===== src/design/mmms_pkg.sv =====
// ----------------------------------------------------------------------------
// mmms_pkg
// Types and fixed widths of the min/max/mean/stddev block.
// ----------------------------------------------------------------------------
package mmms_pkg;

    localparam int SAMPLE_BITS = 16;
    localparam int FRAC_BITS   = 8;
    localparam int MEAN_W      = 24;
    localparam int SD_W        = 24;
    localparam int COUNT_W     = 17;
    localparam int DP_W        = 64;
    localparam int ITER_W      = 7;
    localparam int SQRT_ITERS  = DP_W / 2;

    typedef enum logic [0:0] {
        ALU_ADD = 1'b0,
        ALU_SUB = 1'b1
    } alu_op_t;

    typedef struct packed {
        alu_op_t          op;
        logic [DP_W-1:0]  a;
        logic [DP_W-1:0]  b;
    } alu_req_t;

    typedef struct packed {
        logic [DP_W-1:0]  result;
        logic             borrow;
    } alu_rsp_t;

endpackage


===== src/design/mmms_alu.sv =====
// ----------------------------------------------------------------------------
// mmms_alu
// Shared wide add/subtract unit with borrow out.
// ----------------------------------------------------------------------------
module mmms_alu (
    input  mmms_pkg::alu_req_t req,
    output mmms_pkg::alu_rsp_t rsp
);
    import mmms_pkg::*;

    logic [DP_W:0] full;

    always_comb
    begin
        unique case (req.op)
            ALU_ADD: full = {1'b0, req.a} + {1'b0, req.b};
            ALU_SUB: full = {1'b0, req.a} - {1'b0, req.b};
            default: full = '0;
        endcase
        rsp.result = full[DP_W-1:0];
        rsp.borrow = (req.op == ALU_SUB) ? full[DP_W] : 1'b0;
    end

endmodule


===== src/design/mmms_accum.sv =====
// ----------------------------------------------------------------------------
// mmms_accum
// Running min, max, count, sum and sum of squares of accepted samples, up to MAX_COUNT of them, with an overflow flag.
// ----------------------------------------------------------------------------
module mmms_accum #(
    parameter int MAX_COUNT = 65536,
    parameter int CNT_W     = 17,
    parameter int SUM_W     = 33,
    parameter int SQ_W      = 48
) (
    input  logic                                  clk,
    input  logic                                  rst_n,
    input  logic                                  accept,
    input  logic                                  last,
    input  logic signed [mmms_pkg::SAMPLE_BITS-1:0] sample,
    output logic signed [mmms_pkg::SAMPLE_BITS-1:0] min_next,
    output logic signed [mmms_pkg::SAMPLE_BITS-1:0] max_next,
    output logic signed [SUM_W-1:0]               sum_next,
    output logic [SQ_W-1:0]                       sumsq_next,
    output logic [CNT_W-1:0]                      count_next,
    output logic                                  ovf_next
);
    import mmms_pkg::*;

    logic signed [SAMPLE_BITS-1:0] min_reg;
    logic signed [SAMPLE_BITS-1:0] max_reg;
    logic signed [SUM_W-1:0]       sum_reg;
    logic [SQ_W-1:0]               sumsq_reg;
    logic [CNT_W-1:0]              count_reg;
    logic                          ovf_reg;
    logic [SAMPLE_BITS:0]          mag;
    logic [2*SAMPLE_BITS+1:0]      square;
    logic                          room;

    always_comb
    begin
        mag    = sample[SAMPLE_BITS-1] ? (SAMPLE_BITS+1)'(-$signed({sample[SAMPLE_BITS-1], sample}))
                                       : {1'b0, sample};
        square = (2*SAMPLE_BITS+2)'(mag) * (2*SAMPLE_BITS+2)'(mag);
        room   = count_reg < CNT_W'(MAX_COUNT);
        min_next   = min_reg;
        max_next   = max_reg;
        sum_next   = sum_reg;
        sumsq_next = sumsq_reg;
        count_next = count_reg;
        ovf_next   = ovf_reg;
        if (room)
        begin
            if (count_reg == '0)
            begin
                min_next = sample;
                max_next = sample;
            end
            else
            begin
                if (sample < min_reg) min_next = sample;
                if (sample > max_reg) max_next = sample;
            end
            sum_next   = sum_reg + SUM_W'(sample);
            sumsq_next = sumsq_reg + SQ_W'(square);
            count_next = count_reg + CNT_W'(1);
        end
        else
        begin
            ovf_next = 1'b1;
        end
    end

    always_ff @(posedge clk or negedge rst_n)
    begin
        if (!rst_n)
        begin
            min_reg   <= '0;
            max_reg   <= '0;
            sum_reg   <= '0;
            sumsq_reg <= '0;
            count_reg <= '0;
            ovf_reg   <= 1'b0;
        end
        else if (accept)
        begin
            if (last)
            begin
                min_reg   <= '0;
                max_reg   <= '0;
                sum_reg   <= '0;
                sumsq_reg <= '0;
                count_reg <= '0;
                ovf_reg   <= 1'b0;
            end
            else
            begin
                min_reg   <= min_next;
                max_reg   <= max_next;
                sum_reg   <= sum_next;
                sumsq_reg <= sumsq_next;
                count_reg <= count_next;
                ovf_reg   <= ovf_next;
            end
        end
    end

endmodule


===== src/design/min_max_mean_stddev.sv =====
// ----------------------------------------------------------------------------
// min_max_mean_stddev
// Streaming min, max, mean and population standard deviation of a sample set.
// ----------------------------------------------------------------------------
// Samples are taken one per cycle while no set is computing and no result
// is pending. The sample marked last closes the set: the block then runs a
// sequencer over one shared 64-bit add/subtract unit (shift-add products
// n*sumsq, sum^2 and n^2, a difference, two 64-step restoring divisions, the
// variance one with 16 extra fraction steps, and a 32-step square root), with
// ready low from the last sample to the result. The result then waits in an
// output register and the next set starts once it is taken.
module min_max_mean_stddev #(
    parameter int MAX_COUNT = 65536
) (
    input  logic                                   clk,
    input  logic                                   rst_n,
    input  logic                                   in_valid,
    output logic                                   in_ready,
    input  logic signed [mmms_pkg::SAMPLE_BITS-1:0] sample,
    input  logic                                   last_sample,
    output logic                                   out_valid,
    input  logic                                   out_ready,
    output logic signed [mmms_pkg::SAMPLE_BITS-1:0] minimum,
    output logic signed [mmms_pkg::SAMPLE_BITS-1:0] maximum,
    output logic signed [mmms_pkg::MEAN_W-1:0]      mean_q8,
    output logic [mmms_pkg::SD_W-1:0]               stddev_q8,
    output logic [mmms_pkg::COUNT_W-1:0]            sample_count,
    output logic                                   overflow
);
    import mmms_pkg::*;

    localparam int CNT_W = $clog2(MAX_COUNT + 1);
    localparam int SUM_W = SAMPLE_BITS + CNT_W;
    localparam int SQ_W  = 2 * SAMPLE_BITS + CNT_W;

    typedef enum logic [8:0] {
        ST_IDLE     = 9'b000000001,
        ST_MUL_NS   = 9'b000000010,
        ST_MUL_S2   = 9'b000000100,
        ST_DIFF     = 9'b000001000,
        ST_MUL_NN   = 9'b000010000,
        ST_DIV_MEAN = 9'b000100000,
        ST_DIV_VAR  = 9'b001000000,
        ST_SQRT     = 9'b010000000,
        ST_DONE     = 9'b100000000
    } state_t;

    state_t                  state_reg, state_next;
    logic [ITER_W-1:0]       iter_reg, iter_next;
    logic [DP_W-1:0]         mx_reg, mx_next;
    logic [DP_W-1:0]         my_reg, my_next;
    logic [DP_W-1:0]         acc_reg, acc_next;
    logic [DP_W-1:0]         num_reg, num_next;
    logic [DP_W-1:0]         den_reg, den_next;
    logic [SUM_W-1:0]        smag_reg;
    logic                    neg_reg;
    logic [CNT_W-1:0]        n_reg;
    logic signed [SAMPLE_BITS-1:0] min_hold_reg, max_hold_reg;
    logic                    ovf_hold_reg;
    logic [MEAN_W-1:0]       mean_reg, mean_next;
    logic                    out_valid_reg;

    logic                    accept;
    logic signed [SAMPLE_BITS-1:0] min_n, max_n;
    logic signed [SUM_W-1:0] sum_n;
    logic [SQ_W-1:0]         sumsq_n;
    logic [CNT_W-1:0]        count_n;
    logic                    ovf_n;
    alu_req_t                alu_req;
    alu_rsp_t                alu_rsp;
    logic [DP_W-1:0]         rem_shift;
    logic [DP_W-1:0]         divisor;
    logic                    iter_done;

    assign in_ready  = (state_reg == ST_IDLE) && !out_valid_reg;
    assign accept    = in_valid && in_ready;
    assign out_valid = out_valid_reg;
    assign iter_done = (iter_reg == '0);

    mmms_accum #(
        .MAX_COUNT (MAX_COUNT),
        .CNT_W     (CNT_W),
        .SUM_W     (SUM_W),
        .SQ_W      (SQ_W)
    ) u_accum (
        .clk        (clk),
        .rst_n      (rst_n),
        .accept     (accept),
        .last       (last_sample),
        .sample     (sample),
        .min_next   (min_n),
        .max_next   (max_n),
        .sum_next   (sum_n),
        .sumsq_next (sumsq_n),
        .count_next (count_n),
        .ovf_next   (ovf_n)
    );

    mmms_alu u_alu (
        .req (alu_req),
        .rsp (alu_rsp)
    );

    always_comb
    begin
        rem_shift = {acc_reg[DP_W-2:0], my_reg[DP_W-1]};
        divisor   = (state_reg == ST_DIV_MEAN) ? DP_W'(n_reg) : den_reg;
        alu_req.op = ALU_ADD;
        alu_req.a  = acc_reg;
        alu_req.b  = my_reg[0] ? mx_reg : '0;
        unique case (state_reg)
            ST_DIFF:
            begin
                alu_req.op = ALU_SUB;
                alu_req.a  = num_reg;
                alu_req.b  = acc_reg;
            end
            ST_DIV_MEAN, ST_DIV_VAR:
            begin
                alu_req.op = ALU_SUB;
                alu_req.a  = rem_shift;
                alu_req.b  = divisor;
            end
            ST_SQRT:
            begin
                alu_req.op = ALU_SUB;
                alu_req.a  = num_reg;
                alu_req.b  = mx_reg | my_reg;
            end
            default:
            begin
                alu_req.op = ALU_ADD;
            end
        endcase
    end

    always_comb
    begin
        state_next = state_reg;
        iter_next  = iter_reg - ITER_W'(1);
        mx_next    = mx_reg;
        my_next    = my_reg;
        acc_next   = acc_reg;
        num_next   = num_reg;
        den_next   = den_reg;
        mean_next  = mean_reg;
        unique case (state_reg)
            ST_IDLE:
            begin
                iter_next = iter_reg;
                if (accept && last_sample)
                begin
                    mx_next    = DP_W'(sumsq_n);
                    my_next    = DP_W'(count_n);
                    acc_next   = '0;
                    iter_next  = ITER_W'(CNT_W - 1);
                    state_next = ST_MUL_NS;
                end
            end
            ST_MUL_NS, ST_MUL_S2, ST_MUL_NN:
            begin
                acc_next = alu_rsp.result;
                mx_next  = {mx_reg[DP_W-2:0], 1'b0};
                my_next  = {1'b0, my_reg[DP_W-1:1]};
                if (iter_done)
                begin
                    unique case (state_reg)
                        ST_MUL_NS:
                        begin
                            num_next   = alu_rsp.result;
                            acc_next   = '0;
                            mx_next    = DP_W'(smag_reg);
                            my_next    = DP_W'(smag_reg);
                            iter_next  = ITER_W'(SUM_W - 1);
                            state_next = ST_MUL_S2;
                        end
                        ST_MUL_S2:
                        begin
                            state_next = ST_DIFF;
                        end
                        default:
                        begin
                            den_next   = alu_rsp.result;
                            acc_next   = '0;
                            mx_next    = '0;
                            my_next    = DP_W'(smag_reg) << FRAC_BITS;
                            iter_next  = ITER_W'(DP_W - 1);
                            state_next = ST_DIV_MEAN;
                        end
                    endcase
                end
            end
            ST_DIFF:
            begin
                num_next   = alu_rsp.borrow ? '0 : alu_rsp.result;
                acc_next   = '0;
                mx_next    = DP_W'(n_reg);
                my_next    = DP_W'(n_reg);
                iter_next  = ITER_W'(CNT_W - 1);
                state_next = ST_MUL_NN;
            end
            ST_DIV_MEAN, ST_DIV_VAR:
            begin
                acc_next = alu_rsp.borrow ? rem_shift : alu_rsp.result;
                my_next  = {my_reg[DP_W-2:0], 1'b0};
                mx_next  = {mx_reg[DP_W-2:0], !alu_rsp.borrow};
                if (iter_done)
                begin
                    if (state_reg == ST_DIV_MEAN)
                    begin
                        mean_next  = neg_reg ? MEAN_W'(-mx_next[MEAN_W-1:0])
                                             : mx_next[MEAN_W-1:0];
                        acc_next   = '0;
                        mx_next    = '0;
                        my_next    = num_reg;
                        iter_next  = ITER_W'(DP_W + 2 * FRAC_BITS - 1);
                        state_next = ST_DIV_VAR;
                    end
                    else
                    begin
                        num_next   = mx_next;
                        mx_next    = '0;
                        my_next    = DP_W'(1) << (DP_W - 2);
                        iter_next  = ITER_W'(SQRT_ITERS - 1);
                        state_next = ST_SQRT;
                    end
                end
            end
            ST_SQRT:
            begin
                if (!alu_rsp.borrow)
                begin
                    num_next = alu_rsp.result;
                    mx_next  = {1'b0, mx_reg[DP_W-1:1]} | my_reg;
                end
                else
                begin
                    mx_next = {1'b0, mx_reg[DP_W-1:1]};
                end
                my_next = {2'b00, my_reg[DP_W-1:2]};
                if (iter_done)
                begin
                    state_next = ST_DONE;
                end
            end
            ST_DONE:
            begin
                iter_next  = iter_reg;
                state_next = ST_IDLE;
            end
            default:
            begin
                state_next = ST_IDLE;
            end
        endcase
    end

    always_ff @(posedge clk or negedge rst_n)
    begin
        if (!rst_n)
        begin
            state_reg     <= ST_IDLE;
            iter_reg      <= '0;
            out_valid_reg <= 1'b0;
        end
        else
        begin
            state_reg <= state_next;
            iter_reg  <= iter_next;
            if (state_reg == ST_DONE)
            begin
                out_valid_reg <= 1'b1;
            end
            else if (out_ready)
            begin
                out_valid_reg <= 1'b0;
            end
        end
    end

    always_ff @(posedge clk)
    begin
        mx_reg   <= mx_next;
        my_reg   <= my_next;
        acc_reg  <= acc_next;
        num_reg  <= num_next;
        den_reg  <= den_next;
        mean_reg <= mean_next;
        if (accept && last_sample)
        begin
            smag_reg     <= sum_n[SUM_W-1] ? SUM_W'(-sum_n) : SUM_W'(sum_n);
            neg_reg      <= sum_n[SUM_W-1];
            n_reg        <= count_n;
            min_hold_reg <= min_n;
            max_hold_reg <= max_n;
            ovf_hold_reg <= ovf_n;
        end
        if (state_reg == ST_DONE)
        begin
            minimum      <= min_hold_reg;
            maximum      <= max_hold_reg;
            mean_q8      <= mean_reg;
            stddev_q8    <= mx_reg[SD_W-1:0];
            sample_count <= COUNT_W'(n_reg);
            overflow     <= ovf_hold_reg;
        end
    end

endmodule


===== config.mk =====
export PLATFORM = sky130hd
export DESIGN_NAME = min_max_mean_stddev
export DESIGN_NICKNAME = d
export VERILOG_FILES = /design/src/design/mmms_pkg.sv /design/src/design/mmms_alu.sv /design/src/design/mmms_accum.sv /design/src/design/min_max_mean_stddev.sv
export SDC_FILE = /design/constraint.sdc
export NUM_CORES = 2
export LEC_CHECK = 0
export ABC_AREA = 1
export BUFFER_PORTS_ARGS = -buffer_cell sky130_fd_sc_hd__clkbuf_2
export CELL_PAD_IN_SITES_DETAIL_PLACEMENT = 0
export CELL_PAD_IN_SITES_GLOBAL_PLACEMENT = 2
export CORE_MARGIN = 2
export CORE_UTILIZATION = 40
export CTS_BUF_LIST = sky130_fd_sc_hd__clkbuf_8 sky130_fd_sc_hd__clkbuf_16
export DETAILED_ROUTE_END_ITERATION = 10
export GPL_TIMING_DRIVEN = 0
export HOLD_SLACK_MARGIN = 0.08
export PLACE_DENSITY_LB_ADDON = 0.3
export SETUP_SLACK_MARGIN = 0.1
export SYNTH_ARGS = -nofsm -noshare
export SYNTH_HDL_FRONTEND = slang
export SYNTH_HIERARCHICAL = 1
export SYNTH_SLANG_ARGS = --single-unit

===== constraint.sdc =====
create_clock -name clk -period 19.97 [get_ports clk]
set_clock_uncertainty 0.05 [all_clocks]
set_input_delay 1.997 -clock clk [delete_from_list [all_inputs] [get_ports clk]]
set_output_delay 1.997 -clock clk [all_outputs]
set_load 0.05 [all_outputs]

==> results_dict.tcl <==
set metrics [dict create \
    outcome "finished, violations left" \
    violations "max-capacitance violations, max-slew violations" \
    tightest_slew_ps 1570 \
    drt-total-wl_um 274000 \
    grt_overflow_total 0 \
    multi_input_area_um2 32300 \
    timing.rr.end "num_reg[37]" \
    rrSetupSlack_ps 9460 \
    critPathMaxStageDelay_ps 1010 \
    grt_pass1_vias 54500 \
    cp-start-kind "flop" \
    final_common_cell "nand2_1" \
    coreArea_um2 145000 \
    avgSynthCellArea_um2 7.31 \
    post-place-cells 10100 \
    timing.fmax_mhz 95.1 \
    postCtsSetupBuffers 0 \
    crit_type "flop to flop" \
    synthFlopType "edfxtp_1" \
    drv_slew 22 \
    hold_viol_final 0 \
    postCtsHoldBufs 0 \
    firstDrtPassIters 6 \
    fp-row-count 140 \
    track_usage 0.365 \
    ios 121 \
    timing.setup.tns_ps 0 \
    top_layer "met5" \
    r2r_start "state_reg[1]" \
    die_area_um2 149000 \
    vias 56600 \
    synth_seq_area_share 0.335 \
    clkLatencyLatePin_ps 760 \
    synthCells 7967 \
    finalNonFillerCells 10200 \
    die_h_um 386 \
    vias_per_cell 5.55 \
    relSlewSlack -0.0444 \
    routed-wl-met2_um 124000 \
    drc 0 \
    grt_max_degree 93 \
    crit_fanout 28 \
    dpl_cell_area_um2 61700 \
    critPathSlowestCell "clkbuf_1" \
    worstHoldStart "mean_reg[10]" \
    grt_pass1_wl_um 389000 \
    yosys_register_bits 675 \
    ff_latch_area_um2 19500 \
    wl_met3_um 21800 \
    io_buffer_count 120 \
    drv_cap 2 \
    finalSetupViolCount 0 \
    min_period_ps 10510 \
    end_kind "flop" \
    yosys_warnings 6 \
    nFillCells 15300 \
    synth_edf_count 526 \
    syn-cell-area_um2 58300 \
    hold_class "flop to flop" \
    reg2reg_depth 33 \
    ys_types 70 \
    clock_sinks 675 \
    nNetsFinal 8716 \
    clk_path_buf_depth 3 \
    grt_antenna_before_repair 3 \
    clk_pin_slew_ps 60 \
    floorplan.die.width_um 386 \
    cts_resized 0 \
    start_util 0.401 \
    ant_nets 0 \
    min_path_cells 0 \
    dp_hpwl_um 223000 \
    wl_met1_um 110000 \
    fin_area_um2 64600 \
    critical_path.most_common_cell "nand2_1" \
    clockRootBuffer "clkbuf_16" \
    crit_required_ps 20330 \
    async_flop_share 0.221 \
    cp_data_arrival_time_ps 10870 \
    holdPathEnd "mean_q8[10]" \
    drive_gt1_frac 0.0778 \
    post-route-util 0.445 \
    area_delta_synth_final_pct 10.9 \
    numCtsBuffers 84 \
    timing.final.crit_share 0.526 \
    gp_congestion 1.01 \
    cts_tree "done" \
    final_cell_mix "nand2_1, inv_1, nor2_1" \
    first_iter_violations 6070 \
    htreeDepth 3 \
    grt_setup_unrepaired "no" \
    wire_per_inst_um 26.9 \
]
## layout make-up
type,count,share of cell area
inverters,1387,0.0809
repair buffers,129,0.0127
flip-flops and latches,675,0.302
plain buffers,279,0.0209
clock buffers,89,0.0336
well taps,1917,0.0371
clock inverters,64,0.0123
multi-input cells,5663,0.500
diodes,6,0.000232
## metrics by stage
stage	setup slack, ps	hold slack, ps
after floorplan	11580	350
after global placement	5900	353
after detailed placement	8740	355
after CTS	9450	364
after global routing	9080	374
final	9460	361
## critical path, delay by kind of cell (launching register included)
family	cells	cell delay [ps]
buffers and inverters	8	3980
flip-flops	1	430
AND/OR/NAND/NOR	17	3980
adder cells (fa/ha/maj)	1	350
AO/OA/AOI/OAI	6	1100
XOR/XNOR	1	180
## Yosys cell counts, types with 16 or more instances
library cell	n	area, um^2
a211oi_1	16	120
a21oi_1	315	1580
a31oi_1	72	450
and2_1	41	257
buf_2	97	485
buf_4	19	143
clkbuf_1	135	507
dfrtp_1	148	3700
edfxtp_1	526	15800
fa_1	221	4420
ha_1	255	3190
inv_1	1353	5080
inv_2	27	101
nand2_1	2260	8480
nand2_2	45	282
nand3_1	495	2480
nand3b_1	21	158
nand4_1	92	576
nor2_1	646	2420
nor2_2	34	213
nor3_1	50	250
o2111ai_1	17	149
o211ai_1	42	315
o21ai_0	409	2050
o21ai_1	44	220
o221ai_1	35	307
o22ai_1	132	826
o22ai_2	20	250
or2_2	40	250
xnor2_1	23	201
xor2_1	135	1180
## worst max-delay path by stage
stage | start | end | slack [ps] | depth (start not counted)
6_report | state_reg[1] | num_reg[37] | 9460 | 33
5_1_grt | sample[0] | mx_reg[16] | 9080 | 32
4_1_cts | sample[0] | mx_reg[16] | 9450 | 32
3_5_place_dp | sample[0] | mx_reg[16] | 8740 | 32
3_3_place_gp | state_reg[3] | num_reg[55] | 5900 | 32
2_1_floorplan | sample[0] | mx_reg[40] | 11580 | 34
## cells by family after synthesis
family | after synthesis | share of synthesized area
AND/OR/NAND/NOR | 3802 | 0.277
adder cells (fa/ha/maj) | 476 | 0.131
XOR/XNOR | 162 | 0.0251
buffers and inverters | 1666 | 0.113
AO/OA/AOI/OAI | 1184 | 0.120
other | 2 | 0.000129
flip-flops | 675 | 0.335
## layer usage
metal | GRT usage | vias up
li1 | - | 26200
met2 | 0.586 | 2670
met4 | 0.204 | 2
met5 | 0 | -
met3 | 0.0553 | 579
met1 | 0.471 | 27200
Power is not shown: default switching activity piles up to over one toggle a cycle in this logic, so the estimate is an artifact.
